--- config.mk ---
export PLATFORM = sky130hd
export DESIGN_NAME = i2c_register_transfer_sequencer_top
export DESIGN_NICKNAME = d
export VERILOG_FILES = /design/src/rtl/irts_pkg.sv /design/src/rtl/irts_ram.sv /design/src/rtl/irts_ctrl.sv /design/src/rtl/irts_out_reg.sv /design/src/rtl/i2c_register_transfer_sequencer_top.sv
export SDC_FILE = /design/constraint.sdc
export NUM_CORES = 1
export LEC_CHECK = 0
export ABC_AREA = 1
export BUFFER_PORTS_ARGS = -buffer_cell sky130_fd_sc_hd__buf_2
export CORE_ASPECT_RATIO = 1.75
export CORE_UTILIZATION = 50
export CTS_CLUSTER_DIAMETER = 100
export DETAILED_ROUTE_END_ITERATION = 12
export HOLD_SLACK_MARGIN = 0.15
export MAX_ROUTING_LAYER = met4
export PLACE_DENSITY = 0.67
export SLEW_MARGIN = 5
export SYNTH_ARGS = -nofsm -noshare
export SYNTH_HDL_FRONTEND = slang
export SYNTH_SLANG_ARGS = --single-unit
--- constraint.sdc ---
create_clock -name clk -period 5.5 [get_ports clk]
set_clock_uncertainty 0.05 [all_clocks]
set_input_delay 0.55 -clock clk [delete_from_list [all_inputs] [get_ports clk]]
set_output_delay 0.55 -clock clk [all_outputs]
set_load 0.1 [all_outputs]
--- src/rtl/irts_pkg.sv ---
// ----------------------------------------------------------------------------
// irts_pkg: shared definitions for the I2C register transfer sequencer
// Command and bus condition codes, the default store depth and the result type.
// ----------------------------------------------------------------------------
`default_nettype none

package irts_pkg;

  localparam int DEFAULT_BUFFER_DEPTH = 32;

  localparam logic [2:0] CMD_LOAD        = 3'd0;
  localparam logic [2:0] CMD_START_WRITE = 3'd1;
  localparam logic [2:0] CMD_START_READ  = 3'd2;
  localparam logic [2:0] CMD_TX_READY    = 3'd3;
  localparam logic [2:0] CMD_RX_BYTE     = 3'd4;

  localparam logic [2:0] COND_NONE         = 3'd0;
  localparam logic [2:0] COND_START_TX     = 3'd1;
  localparam logic [2:0] COND_RESTART_RX   = 3'd2;
  localparam logic [2:0] COND_STOP         = 3'd3;
  localparam logic [2:0] COND_RESTART_STOP = 3'd4;

  typedef struct packed {
    logic [2:0] mode;
    logic       send_valid;
    logic [7:0] send_byte;
    logic [2:0] bus_condition;
    logic [6:0] bus_target;
    logic       received_valid;
    logic [7:0] received_byte;
    logic [4:0] received_index;
    logic       transfer_done;
  } irts_result_t;

endpackage

`default_nettype wire

--- src/rtl/irts_ram.sv ---
// ----------------------------------------------------------------------------
// irts_ram: generic single-port-write, single-port-read RAM
// One write and one read per cycle; the read data is registered.
// ----------------------------------------------------------------------------
`default_nettype none

module irts_ram #(
  parameter int WIDTH = 8,
  parameter int DEPTH = 32,
  localparam int ADDR_W = (DEPTH > 1) ? $clog2(DEPTH) : 1
) (
  input  wire logic              clk,
  input  wire logic              we,
  input  wire logic [ADDR_W-1:0] waddr,
  input  wire logic [WIDTH-1:0]  wdata,
  input  wire logic [ADDR_W-1:0] raddr,
  output logic      [WIDTH-1:0]  rdata
);

  logic [WIDTH-1:0] mem [DEPTH];

  always_ff @(posedge clk) begin
    if (we) begin
      mem[waddr] <= wdata;
    end
    rdata <= mem[raddr];
  end

endmodule

`default_nettype wire

--- src/rtl/irts_ctrl.sv ---
// ----------------------------------------------------------------------------
// irts_ctrl: transfer sequencing state and transmit store
// Works out the next state and the result of one transaction combinationally.
// ----------------------------------------------------------------------------
`default_nettype none

module irts_ctrl
  import irts_pkg::*;
#(
  parameter int BUFFER_DEPTH = DEFAULT_BUFFER_DEPTH
) (
  input  wire logic         clk,
  input  wire logic         rst,
  input  wire logic         accept,
  input  wire logic [2:0]   command,
  input  wire logic [6:0]   target_address,
  input  wire logic [7:0]   register_address,
  input  wire logic [5:0]   byte_count,
  input  wire logic [4:0]   buffer_index,
  input  wire logic [7:0]   data_byte,
  output irts_result_t      result
);

  localparam int IDX_W = (BUFFER_DEPTH > 1) ? $clog2(BUFFER_DEPTH) : 1;
  localparam int CNT_W = $clog2(BUFFER_DEPTH + 1);

  typedef enum logic [2:0] {
    PH_IDLE      = 3'd0,
    PH_SEND_REG  = 3'd1,
    PH_SWITCH_RX = 3'd2,
    PH_SEND_DATA = 3'd3,
    PH_RECEIVE   = 3'd4
  } phase_t;

  phase_t           phase, phase_next;
  logic [6:0]       target_reg, target_reg_next;
  logic [7:0]       register_byte, register_byte_next;
  logic [CNT_W-1:0] send_remaining, send_remaining_next;
  logic [IDX_W-1:0] send_position, send_position_next;
  logic [CNT_W-1:0] receive_remaining, receive_remaining_next;
  logic [4:0]       receive_position, receive_position_next;

  logic             store_we;
  logic [IDX_W-1:0] store_waddr;
  logic [7:0]       store_rdata;
  logic             bypass;
  logic [7:0]       bypass_data;
  logic [7:0]       store_byte;
  logic [CNT_W-1:0] count_sat;

  assign store_we    = accept && (command == CMD_LOAD) && (int'(buffer_index) < BUFFER_DEPTH);
  assign store_waddr = IDX_W'(buffer_index);

  // The store is read every cycle at the position the next send will use, so the
  // registered data always matches the current send position. A load to that
  // same position in the same cycle is forwarded around the RAM.
  irts_ram #(
    .WIDTH (8),
    .DEPTH (BUFFER_DEPTH)
  ) u_store (
    .clk   (clk),
    .we    (store_we),
    .waddr (store_waddr),
    .wdata (data_byte),
    .raddr (send_position_next),
    .rdata (store_rdata)
  );

  always_ff @(posedge clk) begin
    if (rst) begin
      bypass <= 1'b0;
    end else begin
      bypass <= store_we && (store_waddr == send_position_next);
    end
    bypass_data <= data_byte;
  end

  assign store_byte = bypass ? bypass_data : store_rdata;
  assign count_sat  = (int'(byte_count) > BUFFER_DEPTH) ? CNT_W'(BUFFER_DEPTH)
                                                        : CNT_W'(byte_count);

  always_comb begin
    phase_next             = phase;
    target_reg_next        = target_reg;
    register_byte_next     = register_byte;
    send_remaining_next    = send_remaining;
    send_position_next     = send_position;
    receive_remaining_next = receive_remaining;
    receive_position_next  = receive_position;
    result                 = '0;

    if (accept) begin
      case (command) inside
        CMD_START_WRITE, CMD_START_READ: begin
          phase_next             = PH_SEND_REG;
          target_reg_next        = target_address;
          register_byte_next     = register_address;
          send_remaining_next    = (command == CMD_START_READ) ? '0 : count_sat;
          receive_remaining_next = (command == CMD_START_READ) ? count_sat : '0;
          send_position_next     = '0;
          receive_position_next  = '0;
          result.bus_condition   = COND_START_TX;
        end
        CMD_TX_READY: begin
          unique case (phase)
            PH_SEND_REG: begin
              result.send_valid = 1'b1;
              result.send_byte  = register_byte;
              phase_next = (receive_remaining != '0) ? PH_SWITCH_RX : PH_SEND_DATA;
            end
            PH_SWITCH_RX: begin
              phase_next = PH_RECEIVE;
              result.bus_condition = (receive_remaining == CNT_W'(1)) ? COND_RESTART_STOP
                                                                      : COND_RESTART_RX;
            end
            PH_SEND_DATA: begin
              if (send_remaining != '0) begin
                result.send_valid   = 1'b1;
                result.send_byte    = store_byte;
                send_position_next  = send_position + IDX_W'(1);
                send_remaining_next = send_remaining - CNT_W'(1);
              end else begin
                result.bus_condition = COND_STOP;
                result.transfer_done = 1'b1;
                phase_next           = PH_IDLE;
              end
            end
            default: begin
            end
          endcase
        end
        CMD_RX_BYTE: begin
          if (phase == PH_RECEIVE) begin
            if (receive_remaining != '0) begin
              result.received_valid  = 1'b1;
              result.received_byte   = data_byte;
              result.received_index  = receive_position;
              receive_position_next  = receive_position + 5'd1;
              receive_remaining_next = receive_remaining - CNT_W'(1);
            end
            if (receive_remaining_next == CNT_W'(1)) begin
              result.bus_condition = COND_STOP;
            end else if (receive_remaining_next == '0) begin
              result.transfer_done = 1'b1;
              phase_next           = PH_IDLE;
            end
          end
        end
        default: begin
        end
      endcase
    end

    result.mode = phase_next;
    if (result.bus_condition == COND_START_TX || result.bus_condition == COND_RESTART_RX ||
        result.bus_condition == COND_RESTART_STOP) begin
      result.bus_target = target_reg_next;
    end
  end

  always_ff @(posedge clk) begin
    if (rst) begin
      phase             <= PH_IDLE;
      target_reg        <= '0;
      register_byte     <= '0;
      send_remaining    <= '0;
      send_position     <= '0;
      receive_remaining <= '0;
      receive_position  <= '0;
    end else begin
      phase             <= phase_next;
      target_reg        <= target_reg_next;
      register_byte     <= register_byte_next;
      send_remaining    <= send_remaining_next;
      send_position     <= send_position_next;
      receive_remaining <= receive_remaining_next;
      receive_position  <= receive_position_next;
    end
  end

endmodule

`default_nettype wire

--- src/rtl/irts_out_reg.sv ---
// ----------------------------------------------------------------------------
// irts_out_reg: result register
// Holds one result until the downstream side takes it.
// ----------------------------------------------------------------------------
`default_nettype none

module irts_out_reg
  import irts_pkg::*;
(
  input  wire logic          clk,
  input  wire logic          rst,
  input  wire logic          load,
  input  wire irts_result_t  result_in,
  input  wire logic          out_ready,
  output logic               out_valid,
  output logic               can_load,
  output irts_result_t       result_out
);

  // A new result may enter while the held one is taken in the same cycle.
  assign can_load = !out_valid || out_ready;

  always_ff @(posedge clk) begin
    if (rst) begin
      out_valid <= 1'b0;
    end else if (load) begin
      out_valid <= 1'b1;
    end else if (out_ready) begin
      out_valid <= 1'b0;
    end
    if (load) begin
      result_out <= result_in;
    end
  end

endmodule

`default_nettype wire

--- src/rtl/i2c_register_transfer_sequencer_top.sv ---
// ----------------------------------------------------------------------------
// i2c_register_transfer_sequencer_top: I2C register write/read sequencer
// Loads a transmit store and steps a register transfer one bus event at a time.
// ----------------------------------------------------------------------------
// Latency: a result appears in the cycle after its transaction is accepted.
// Throughput: one transaction per cycle while the result register is not stalled
// by out_ready; the state update and the store read, prefetched at the next send position, never hold off the input.
// Reset: synchronous rst returns the sequencer to idle with all counters cleared;
// the transmit store is not cleared and holds what was last loaded.
`default_nettype none

module i2c_register_transfer_sequencer_top
  import irts_pkg::*;
#(
  parameter int BUFFER_DEPTH = DEFAULT_BUFFER_DEPTH
) (
  input  wire logic       clk,
  input  wire logic       rst,
  input  wire logic       in_valid,
  output logic            in_ready,
  input  wire logic [2:0] command,
  input  wire logic [6:0] target_address,
  input  wire logic [7:0] register_address,
  input  wire logic [5:0] byte_count,
  input  wire logic [4:0] buffer_index,
  input  wire logic [7:0] data_byte,
  output logic            out_valid,
  input  wire logic       out_ready,
  output logic [2:0]      mode,
  output logic            send_valid,
  output logic [7:0]      send_byte,
  output logic [2:0]      bus_condition,
  output logic [6:0]      bus_target,
  output logic            received_valid,
  output logic [7:0]      received_byte,
  output logic [4:0]      received_index,
  output logic            transfer_done
);

  logic         accept;
  irts_result_t next_result;
  irts_result_t held_result;

  assign accept = in_valid && in_ready;

  irts_ctrl #(
    .BUFFER_DEPTH (BUFFER_DEPTH)
  ) u_ctrl (
    .clk              (clk),
    .rst              (rst),
    .accept           (accept),
    .command          (command),
    .target_address   (target_address),
    .register_address (register_address),
    .byte_count       (byte_count),
    .buffer_index     (buffer_index),
    .data_byte        (data_byte),
    .result           (next_result)
  );

  irts_out_reg u_out (
    .clk        (clk),
    .rst        (rst),
    .load       (accept),
    .result_in  (next_result),
    .out_ready  (out_ready),
    .out_valid  (out_valid),
    .can_load   (in_ready),
    .result_out (held_result)
  );

  assign mode           = held_result.mode;
  assign send_valid     = held_result.send_valid;
  assign send_byte      = held_result.send_byte;
  assign bus_condition  = held_result.bus_condition;
  assign bus_target     = held_result.bus_target;
  assign received_valid = held_result.received_valid;
  assign received_byte  = held_result.received_byte;
  assign received_index = held_result.received_index;
  assign transfer_done  = held_result.transfer_done;

  a_done_idle: assert property (@(posedge clk) disable iff (rst)
    out_valid && transfer_done |-> mode == 3'd0)
    else $error("transfer done reported without returning to idle");

  a_one_direction: assert property (@(posedge clk) disable iff (rst)
    out_valid |-> !(send_valid && received_valid))
    else $error("send and receive reported in the same transaction");

  a_target_with_start: assert property (@(posedge clk) disable iff (rst)
    out_valid && (bus_condition == COND_NONE || bus_condition == COND_STOP)
      |-> bus_target == 7'd0)
    else $error("bus target driven without a start condition");

  a_stall_blocks_input: assert property (@(posedge clk) disable iff (rst)
    out_valid && !out_ready |-> !in_ready)
    else $error("input accepted while the result register is stalled");

endmodule

`default_nettype wire

======== Yosys cells after proc, flatten, opt, wreduce, memory -nomap -nowiden ========
Memory sizes are Yosys's and may differ from the RTL's. A register that Yosys moved wholly into a read port is not among the register bits.
Index checks and enable logic that the tools add are counted.
word-level totals
  logic and storage cells ................. 134
  register bits ........................... 87
  memories kept ........................... 1
  RAM bits ................................ 256
memory list
  memory              depth  width  read ports  clocked after memory_dff  write ports  line            RTL
  u_ctrl.u_store.mem  32     8      1           1                         1            irts_ram.sv:20  logic [WIDTH-1:0] mem [DEPTH];
operators by class
  reductions and logical operators ........ 26
  magnitude comparators ................... 1
  equal/unequal tests ..................... 15
  bitwise operators ....................... 5
  multiplexer cells ....................... 63
  add/subtract/negate cells ............... 4
operator list
  operator                                           number
  2-to-1 mux 6 bit                                   17
  2-to-1 mux 5 bit                                   10
  2-to-1 mux 3 bit                                   14
  one-hot mux 9 bit (2 select lines)                 1
  == test 3 x 2 -> 1 bit (second input constant)     5
  2-to-1 mux 14 bit                                  1
  2-to-1 mux 7 bit                                   2
  nonzero test 2 bit                                 7
  == test 6 x 1 -> 1 bit (second input constant)     2
  2-to-1 mux 1 bit                                   12
  nonzero test 6 bit                                 2
  subtractor 6 x 1 -> 6 bit (second input constant)  2
  adder 5 x 1 -> 5 bit (second input constant)       2
  == test 3 x 1 -> 1 bit (second input constant)     3
  == test 3 bit (second input constant)              3
  2-to-1 mux 9 bit                                   1
  one-hot mux 3 bit (3 select lines)                 1
  2-to-1 mux 8 bit                                   1
  AND reduction 4 bit                                2
  > comparator 6 bit (second input constant)         1
  logical NOT 6 bit                                  1
  one-hot mux 3 bit (2 select lines)                 1
  OR reduction 6 bit                                 1
  == test 5 bit                                      1
  other kinds (12)                                   21

======== Longest topological paths before layout ========
Gate-level depths: netlist of the first run.
  word-level depth ........................ 17
  gate-level depth with buffers ........... 16
  gate-level depth less buffers ........... 15

======== By module ========
From an unflattened synthesis of the first run, not the netlist that was laid out.
second synthesis, totals
  cells, all modules ...................... 1441
  area total of the unflattened synthesis .. 14955.6 µm²
modules (own cells, without submodules)
  module                               cells each  area each (µm²)  instances
  irts_ram                             922         10786.6          1
  irts_ctrl                            475         3007.9           1
  irts_out_reg                         42          1153.6           1
  i2c_register_transfer_sequencer_top  2           7.5              1

======== Worst setup path before layout of the first run ========
No wires, ideal clock.
  path type ............................... flip-flop to flip-flop
  start point ............................. reg u_out.out_valid
  end point ............................... reg u_out.result_out[20] (netlist bit), data pin
  arrival time ............................ 3.866 ns
  path slack .............................. 1.333 ns
  stages on the path, launching flop included .. 12
  library setup time ...................... 0.251 ns
  period minus slack after synthesis ...... 4.167 ns
  path buffers ............................ 1
  cell sequence ........................... dfxtp_1 > nand2_1 > nand2_2 > inv_1 > nand2_2 > inv_2 > buf_2 > or2_2 > o21ai_0 > inv_1 > nand2_1 > inv_1
on the way
  cells in the longest elaborated chain, start to end .. 7
  elaborated cells between the ends (all ways) .. 10
ends and longest elaborated chain
  element                                                           line                                       RTL
  start, declared                                                   irts_out_reg.sv:15                         output logic out_valid,
  start signal, assigned                                            irts_out_reg.sv:25                         out_valid <= 1'b0;
  start signal, assigned                                            irts_out_reg.sv:27                         out_valid <= 1'b1;
  start signal, assigned                                            irts_out_reg.sv:29                         out_valid <= 1'b0;
  logical NOT 1 bit *                                               irts_out_reg.sv:21                         assign can_load = !out_valid || out_ready;
  logical OR 1 bit *                                                irts_out_reg.sv:21
  net in_ready                                                      i2c_register_transfer_sequencer_top.sv:20  output logic in_ready,
  logical AND 1 bit *                                               i2c_register_transfer_sequencer_top.sv:44  assign accept = in_valid && in_ready;
  net accept                                                        i2c_register_transfer_sequencer_top.sv:40  logic accept;
  2-to-1 mux 3 bit                                                  irts_ctrl.sv:92                            if (accept) begin
  == test 3 x 1 -> 1 bit or == test 3 x 2 -> 1 bit (tied branches)  irts_ctrl.sv:155                           if (result.bus_condition == COND_START_TX || result.bus_condition == COND_RESTART_RX ||
  logical OR 1 bit (2 in a row)                                     irts_ctrl.sv:155
  end signal, assigned                                              irts_out_reg.sv:32                         result_out <= result_in;
  end, declared                                                     irts_out_reg.sv:17                         output irts_result_t result_out
The timed path passes the listed nets; every way through them passes the cells marked *.
A chain may end at the register's enable or synchronous reset.

======== Final worst setup path of the first run ========
  start point ............................. reg u_out.out_valid
  end point ............................... reg u_ctrl.u_store.rdata[5], read port of u_ctrl.u_store.mem
on the way
  cells in the longest elaborated chain, start to end .. 4
ends and longest elaborated chain
  element            line                                       RTL
  logical NOT 1 bit  irts_out_reg.sv:21
  logical OR 1 bit   irts_out_reg.sv:21
  logical AND 1 bit  i2c_register_transfer_sequencer_top.sv:44
  net accept         i2c_register_transfer_sequencer_top.sv:40
  2-to-1 mux 5 bit   irts_ctrl.sv:92
  end, declared      irts_ram.sv:17                             output logic [WIDTH-1:0] rdata
The timed path passes the listed nets, and every way through them passes these cells.

==> reports/summary.txt, run 1 <==
Routed WL = 41.9 mm
Top-Level Pins = 80
post-synth top area share = 55.0%
overall track demand over capacity in global routing = 26.9%
flip-flop count of the largest register after layout = 256
DRC violations left = 0
main combinational cell family by area after synthesis = simple AND/OR/NAND/NOR gates
first-pass iteration count of the detailed router = 5
required time worst endpoint = 5.94 ns
Synthesized Nets = 1,689
quantity of gates resized following cts = 0
clock share of power = 40.9%
Cells after Synth = 1,641
Async SR Flop Fraction = 0%
vias after detailed routing = 11.8k
IR Drop Worst-Case VDD = 0.297 mV
worst reg-to-reg path cell count = 11
actual transition at the worst max-transition pin = 1.20 ns
total gr overflow = 0
number of antenna violations at the first check in global routing = 1
die height = 239 um
Cell Area, Placed = 16,600 sq um
pin count of the biggest net entering global routing = 92
synthesis-to-layout area growth = 10.0%
register area share after synthesis = 62.2%
Unique masters post-synth = 41
adder and majority cell fraction of the synthesized area = 0.547%
CTS tree = done
synthesis-stage register bit count = 351
share of synthesized area spent on multiplexers = 0.563%
Synth area leaders = sky130_fd_sc_hd__edfxtp_1, sky130_fd_sc_hd__nand3_1, sky130_fd_sc_hd__inv_1, sky130_fd_sc_hd__dfxtp_1, sky130_fd_sc_hd__nand2_1
total negative slack = 0 ns
register containing the most flip-flops in the final layout = u_ctrl.u_store.mem
DRT iter0 DRCs = 966
maximum operating frequency = 0.281 GHz
number of hold violations in the final report = 0
status = completed
die span in x = 137 um
mean number of vias per cell = 5.62
Final nets = 1,725
Worst path most repeated cell = sky130_fd_sc_hd__nand2_1
row count = 86
top fanout value on the critical path = 61
CP delay by family, top = simple AND/OR/NAND/NOR gates
die footprint = 32,800 sq um
WL/cell = 20.0 um
wire length of the first global-routing pass = 63.8 mm
mean post-synth cell area = 9.75 sq um
list of most frequent post-synthesis cells = sky130_fd_sc_hd__inv_1, sky130_fd_sc_hd__edfxtp_1, sky130_fd_sc_hd__nand3_1, sky130_fd_sc_hd__nand2_1, sky130_fd_sc_hd__nand4_1
flip-flop cell with the highest count after synthesis = sky130_fd_sc_hd__edfxtp_1
Post-synth EDFFs = 293
clock transition at the registers of the reported paths = 0.07 ns
worst-skew pair later-pin latency = 0.59 ns
post-synth top area cell = sky130_fd_sc_hd__edfxtp_1
number of violations of the max-capacitance limit = 0
path type of the worst min-delay path = input pin to flip-flop
fraction of final layout cells with drive strength greater than 1 = 10.7%
Worst Hold Depth = 3
most frequent cell after synthesis = sky130_fd_sc_hd__inv_1
count of synthesis-stage warnings from yosys = 0
switching power summed over all nets = 0.00125 W
Compound-Gate Fraction of Synth Area = 2.83%
registers with the most flip-flops = u_ctrl.u_store.mem x256, u_out.result_out x37
classification of the worst setup path = flip-flop to flip-flop
clock buffers created by TritonCTS = 31
total half-perimeter wirelength after legalization and detailed placement = 26.6 mm
category of the worst setup path capture point = flip-flop
count of input and output buffers = 79
worst path bufs/invs = 2
library cell contributing the largest single delay on the critical path = sky130_fd_sc_hd__nand3_2
Levels on crit path = 11
relative contribution of combinational cells to total power = 5.9%
Synth Cell Area = 16,000 sq um
Tcrit/Tclk final = 64.8%
clock sink total = 351
portion of total power attributed to sequential cells = 53.2%
final RePlAce weighted congestion = 0.926
Slowest Stage Delay on Critical Path = 0.85 ns
final setup vio count = 0
Hold Slack = 0.172 ns
clock period minus final worst setup slack = 3.56 ns
filler-free cell count of the finished design = 2,099
Arrival @ worst endpoint = 4.00 ns
Core Region = 31,500 sq um
startpoint class of the critical path = flip-flop
design internal power = 0.00423 W
number of global-route vias before repair = 11.5k
share of the synthesized netlist area taken by xor and xnor gates = 0.328%
Post-Synth Simple-Gate Area = 22.9%
total power density per cell area = 311 nW/um^2
starting density of the core = 50.8%
Design Area, Final = 17,600 sq um
Post CTS Setup Buffer Count = 0
final antenna-violating net count = 0
cell-by-cell listing of the critical path = nand2_1, nand2_2, inv_1, nand2_4, nand3_2, inv_2, nand3_1, nand3_1, nand2_1, nand2_1, nand2_1
layout filler cell count = 2,762
leakage power = 7.56 nW
final max-slew violation count = 0
switching fraction of total power = 22.8%
worst relative slew slack = 19.8%
H-tree depth = 1
placed insts = 2,039
buffer cell driving the clock tree root = sky130_fd_sc_hd__clkbuf_16
Max Root-Sink Buffers = 3
setup repair after global routing missed its margin = false
-- routing by layer --
metal / up-vias / part of all wire [%] / GRT usage, %
met5: - / 0 / -
met4: 0 / 5.5 / 15.4
met3: 141 / 6.1 / 3.99
met2: 453 / 52 / 46.6
met1: 5615 / 36 / 28.9
li1: 5583 / - / -
-- worst reg2reg max path, stage by stage, from the launching register on --
cell and delay (ns):
sky130_fd_sc_hd__dfxtp_1 0.33, sky130_fd_sc_hd__nand2_1 0.09, sky130_fd_sc_hd__nand2_2 0.19, sky130_fd_sc_hd__inv_1 0.12, sky130_fd_sc_hd__nand2_4 0.52, sky130_fd_sc_hd__nand3_2 0.87, sky130_fd_sc_hd__inv_2 0.78, sky130_fd_sc_hd__nand3_1 0.18
sky130_fd_sc_hd__nand3_1 0.13, sky130_fd_sc_hd__nand2_1 0.09, sky130_fd_sc_hd__nand2_1 0.06, sky130_fd_sc_hd__nand2_1 0.06
-- layout make-up --
class / instances / area (sq um) / area share (%)
flip-flops and latches: 351 / 9960 / 56.6
multi-input cells: 866 / 4370 / 24.8
inverters: 335 / 1260 / 7.14
clock buffers: 36 / 795 / 4.51
repair buffers: 92 / 495 / 2.81
well taps: 396 / 495 / 2.81
clock inverters: 22 / 236 / 1.34
diodes: 1 / 2.50 / 0.0142
-- cells in the final DEF (no fill, tap or decap), drive strengths merged, types with 26 or more instances in the layout --
| master | count |
|---|---|
| a21oi | 26 |
| buf | 91 |
| clkbuf | 36 |
| dfxtp | 58 |
| edfxtp | 293 |
| inv | 335 |
| nand2 | 246 |
| nand3 | 251 |
| nand4 | 143 |
| nor2 | 102 |
| o21ai | 36 |
-- kinds of logic after synthesis --
kind of cell | Yosys count
AO/OA/AOI/OAI | 81
XOR/XNOR | 6
adder cells (fa/ha/maj) | 7
buffers and inverters | 424
flip-flops | 351
multiplexers | 8
AND/OR/NAND/NOR | 764
-- power by group through the flow --
| stage | combinational, W | sequential, W | clock (W) |
|---|---|---|---|
| floorplan | 0.000111 | 0.00307 | 0 |
| global placement | 0.000315 | 0.00297 | 0 |
| detailed placement | 0.000320 | 0.00298 | 0 |
| CTS | 0.000321 | 0.00292 | 0.00226 |
| global route | 0.000346 | 0.00292 | 0.00236 |
| finish | 0.000323 | 0.00292 | 0.00224 |
-- repair_timing --
action,4_1_cts,5_1_grt
endpoints found under the hold margin,1,0
hold buffers,1,0
setup endpoints to repair,0,0
-- path summary, 6_finish.rpt --
kind / startpoint / end / slack (ns)
worst max-delay path: u_out.out_valid$_SDFFE_PP0P_ / u_ctrl.u_store.rdata[5]$_DFF_P_ / 1.94
worst min-delay path: register_address[7] / u_ctrl.register_byte[7]$_SDFFE_PP0P_ / 0.17
worst max register to register: u_out.out_valid$_SDFFE_PP0P_ / u_ctrl.u_store.rdata[5]$_DFF_P_ / 1.94
worst min register to register: u_ctrl.register_byte[5]$_SDFFE_PP0P_ / u_ctrl.register_byte[5]$_SDFFE_PP0P_ / 0.44
-- stage by stage --
stage | total power, W | util, % | setup slack, ns
final | 0.00548 | 55.8 | 1.94
after global routing | 0.00563 | 55.8 | 1.62
after CTS | 0.00550 | 55.8 | 1.93
after detailed placement | 0.00330 | 52.5 | 1.57
after global placement | 0.00329 | 52.5 | 1.66
after floorplan | 0.00318 | - | 1.33
Power figures use the tool's default switching activity.
==> inputs of run 2 (changes only) <==
--- a/config.mk
+++ b/config.mk
@@ -13,7 +13,7 @@
 export DETAILED_ROUTE_END_ITERATION = 12
 export HOLD_SLACK_MARGIN = 0.15
 export MAX_ROUTING_LAYER = met4
-export PLACE_DENSITY = 0.67
+export PLACE_DENSITY = 0.7
 export SLEW_MARGIN = 5
 export SYNTH_ARGS = -nofsm -noshare
 export SYNTH_HDL_FRONTEND = slang
==> constraint.sdc (replaced) <==
create_clock -name clk -period 3.27 [get_ports clk]
set_clock_uncertainty 0.05 [all_clocks]
set_input_delay 0.327 -clock clk [delete_from_list [all_inputs] [get_ports clk]]
set_output_delay 0.327 -clock clk [all_outputs]
set_load 0.1 [all_outputs]
==> reports/summary.txt, run 2 (synthesis results as in run 1) <==
status = completed
fraction of final layout cells with drive strength greater than 1 = 11.1%
number of hold violations in the final report = 0
final max-slew violation count = 0
total negative slack = 0 ns
overall track demand over capacity in global routing = 28.1%
worst setup path endpoint = u_ctrl.bypass$_SDFF_PP0_
number of violations of the max-capacitance limit = 0
flip-flop count of the largest register after layout = 256
worst reg-to-reg path cell count = 11
DRT iter0 DRCs = 1,007
critical path launch point = u_ctrl.send_remaining[1]$_SDFFE_PP0P_
Hold Slack = 0.196 ns
Cell Area, Placed = 16,700 sq um
clock sink total = 351
number of global-route vias before repair = 11.9k
Final nets = 1,765
highest-count cells in the layout ignoring fill and taps = sky130_fd_sc_hd__inv_1, sky130_fd_sc_hd__edfxtp_1, sky130_fd_sc_hd__nand3_1, sky130_fd_sc_hd__nand2_1, sky130_fd_sc_hd__nand4_1
capture instance of the worst register-to-register path = u_ctrl.bypass$_SDFF_PP0_
required time worst endpoint = 3.75 ns
final core utilization = 57.4%
total half-perimeter wirelength after legalization and detailed placement = 27.1 mm
final RePlAce weighted congestion = 0.940
total power density per cell area = 503 nW/um^2
Arrival @ worst endpoint = 3.51 ns
actual transition at the worst max-transition pin = 0.918 ns
Tcrit/Tclk final = 92.6%
die footprint = 32,800 sq um
WL/cell = 20.1 um
starting density of the core = 50.8%
setup repair after global routing missed its margin = false
Max Root-Sink Buffers = 3
number of antenna violations at the first check in global routing = 0
H-tree depth = 1
total gr overflow = 0
first-pass iteration count of the detailed router = 9
classification of the worst setup path = flip-flop to flip-flop
register containing the most flip-flops in the final layout = u_ctrl.u_store.mem
row count = 86
DRC violations left = 0
die span in x = 137 um
mean number of vias per cell = 5.61
buffer cell driving the clock tree root = sky130_fd_sc_hd__clkbuf_16
count of inserted antenna diode cells = 0
internal reg-to-reg setup slack = 0.24 ns
final setup vio count = 0
vias after detailed routing = 12.0k
clock period minus final worst setup slack = 3.03 ns
clock buffers created by TritonCTS = 31
final antenna-violating net count = 0
most common cell after layout, fill and taps aside = sky130_fd_sc_hd__inv_1
Top-Level Pins = 80
worst relative slew slack = 38.8%
top fanout value on the critical path = 88
Core Region = 31,500 sq um
Post CTS Setup Buffer Count = 0
clock transition at the registers of the reported paths = 0.07 ns
origin of the critical flop-to-flop path = u_ctrl.send_remaining[1]$_SDFFE_PP0P_
Design Area, Final = 18,100 sq um
worst-skew pair later-pin latency = 0.59 ns
Routed WL = 43.1 mm
startpoint class of the critical path = flip-flop
IR Drop Worst-Case VDD = 0.563 mV
CTS tree = done
leakage power = 7.75 nW
pin count of the biggest net entering global routing = 89
die height = 239 um
wire length of the first global-routing pass = 66.8 mm
count of input and output buffers = 79
maximum operating frequency = 0.330 GHz
path type of the worst min-delay path = input pin to flip-flop
registers with the most flip-flops = u_ctrl.u_store.mem x256, u_out.result_out x37
category of the worst setup path capture point = flip-flop
synthesis-to-layout area growth = 13.1%
==> run 2: changes by cell type in the layout (fill, tap and decap cells not counted), moves of 2 or more <==
cell,before,now
sky130_fd_sc_hd__dlygate4sd3_1,1,35
sky130_fd_sc_hd__buf_12,0,8
sky130_fd_sc_hd__clkinvlp_4,1,7
sky130_fd_sc_hd__bufinv_16,5,1
sky130_fd_sc_hd__clkinv_2,11,7
sky130_fd_sc_hd__clkinv_1,5,2
sky130_fd_sc_hd__buf_4,12,10
sky130_fd_sc_hd__clkbuf_16,31,33
sky130_fd_sc_hd__clkinv_4,0,2
==> run 2: through the flow <==
step	power [W]	setup WS, ns	cells
global placement	0.00554	0.522	2045
detailed placement	0.00555	0.473	2045
finish	0.00910	0.243	2138
global route	0.00934	0.0504	2138
CTS	0.00912	0.137	2138
floorplan	0.00535	0.0396	1641
==> run 2: cell type report <==
cell class	count	area, sq um
clock buffer	40	862
clock inverter	18	140
fill	2646	13400
inverter	335	1260
multi-input combinational	866	4390
sequential	351	9960
tap	396	495
timing repair buffer	132	981
==> run 2: report_power, final <==
part           leakage (nW)  switching, W  internal [W]
clock network         0.478       0.00165       0.00195
registers              3.15     0.0000203       0.00489
logic                  4.12      0.000463      0.000126
total                  7.75       0.00214       0.00697
==> run 2: metal layers <==
layer  GRT usage (%)  up-vias  wire length [um]
li1                -     5660                 -
met1            30.0     5652             15200
met2            47.4      522             22100
met3            4.71      156              2710
met4            18.3        0              3030
met5               -        -                 0
==> run 2: worst min-delay path by stage <==
stage	slack, ns	to	cells after the start	startpoint
floorplan	0.30	u_ctrl.bypass_data[0]$_DFF_P_	0	data_byte[0]
CTS	0.17	u_out.result_out[22]$_DFFE_PP_	3	in_valid
detailed placement	0.43	u_ctrl.register_byte[5]$_SDFFE_PP0P_	2	u_ctrl.register_byte[5]$_SDFFE_PP0P_
finish	0.20	u_out.result_out[22]$_DFFE_PP_	3	in_valid
global placement	0.42	u_ctrl.register_byte[0]$_SDFFE_PP0P_	2	u_ctrl.register_byte[0]$_SDFFE_PP0P_
global route	0.23	u_ctrl.phase[2]$_SDFF_PP0_	4	in_valid
==> run 2: timing repair <==
action | in CTS | in global routing
endpoints found under the setup margin | 0 | 1
hold buffers | 35 | 0
hold endpoints to repair | 43 | 0
gates resized for setup | 0 | 3
==> run 2: worst max-delay path, stage by stage (launching register included) <==
cell,delay (ns)
sky130_fd_sc_hd__dfxtp_1,0.37
sky130_fd_sc_hd__inv_1,0.08
sky130_fd_sc_hd__ha_1,0.22
sky130_fd_sc_hd__nand3_1,0.24
sky130_fd_sc_hd__nand4_1,0.37
sky130_fd_sc_hd__nand3_4,0.23
sky130_fd_sc_hd__buf_12,0.33
sky130_fd_sc_hd__nor2_1,0.09
sky130_fd_sc_hd__nor3_2,0.22
sky130_fd_sc_hd__nand4_1,0.10
sky130_fd_sc_hd__dlygate4sd3_1,0.57
sky130_fd_sc_hd__nor2_1,0.08
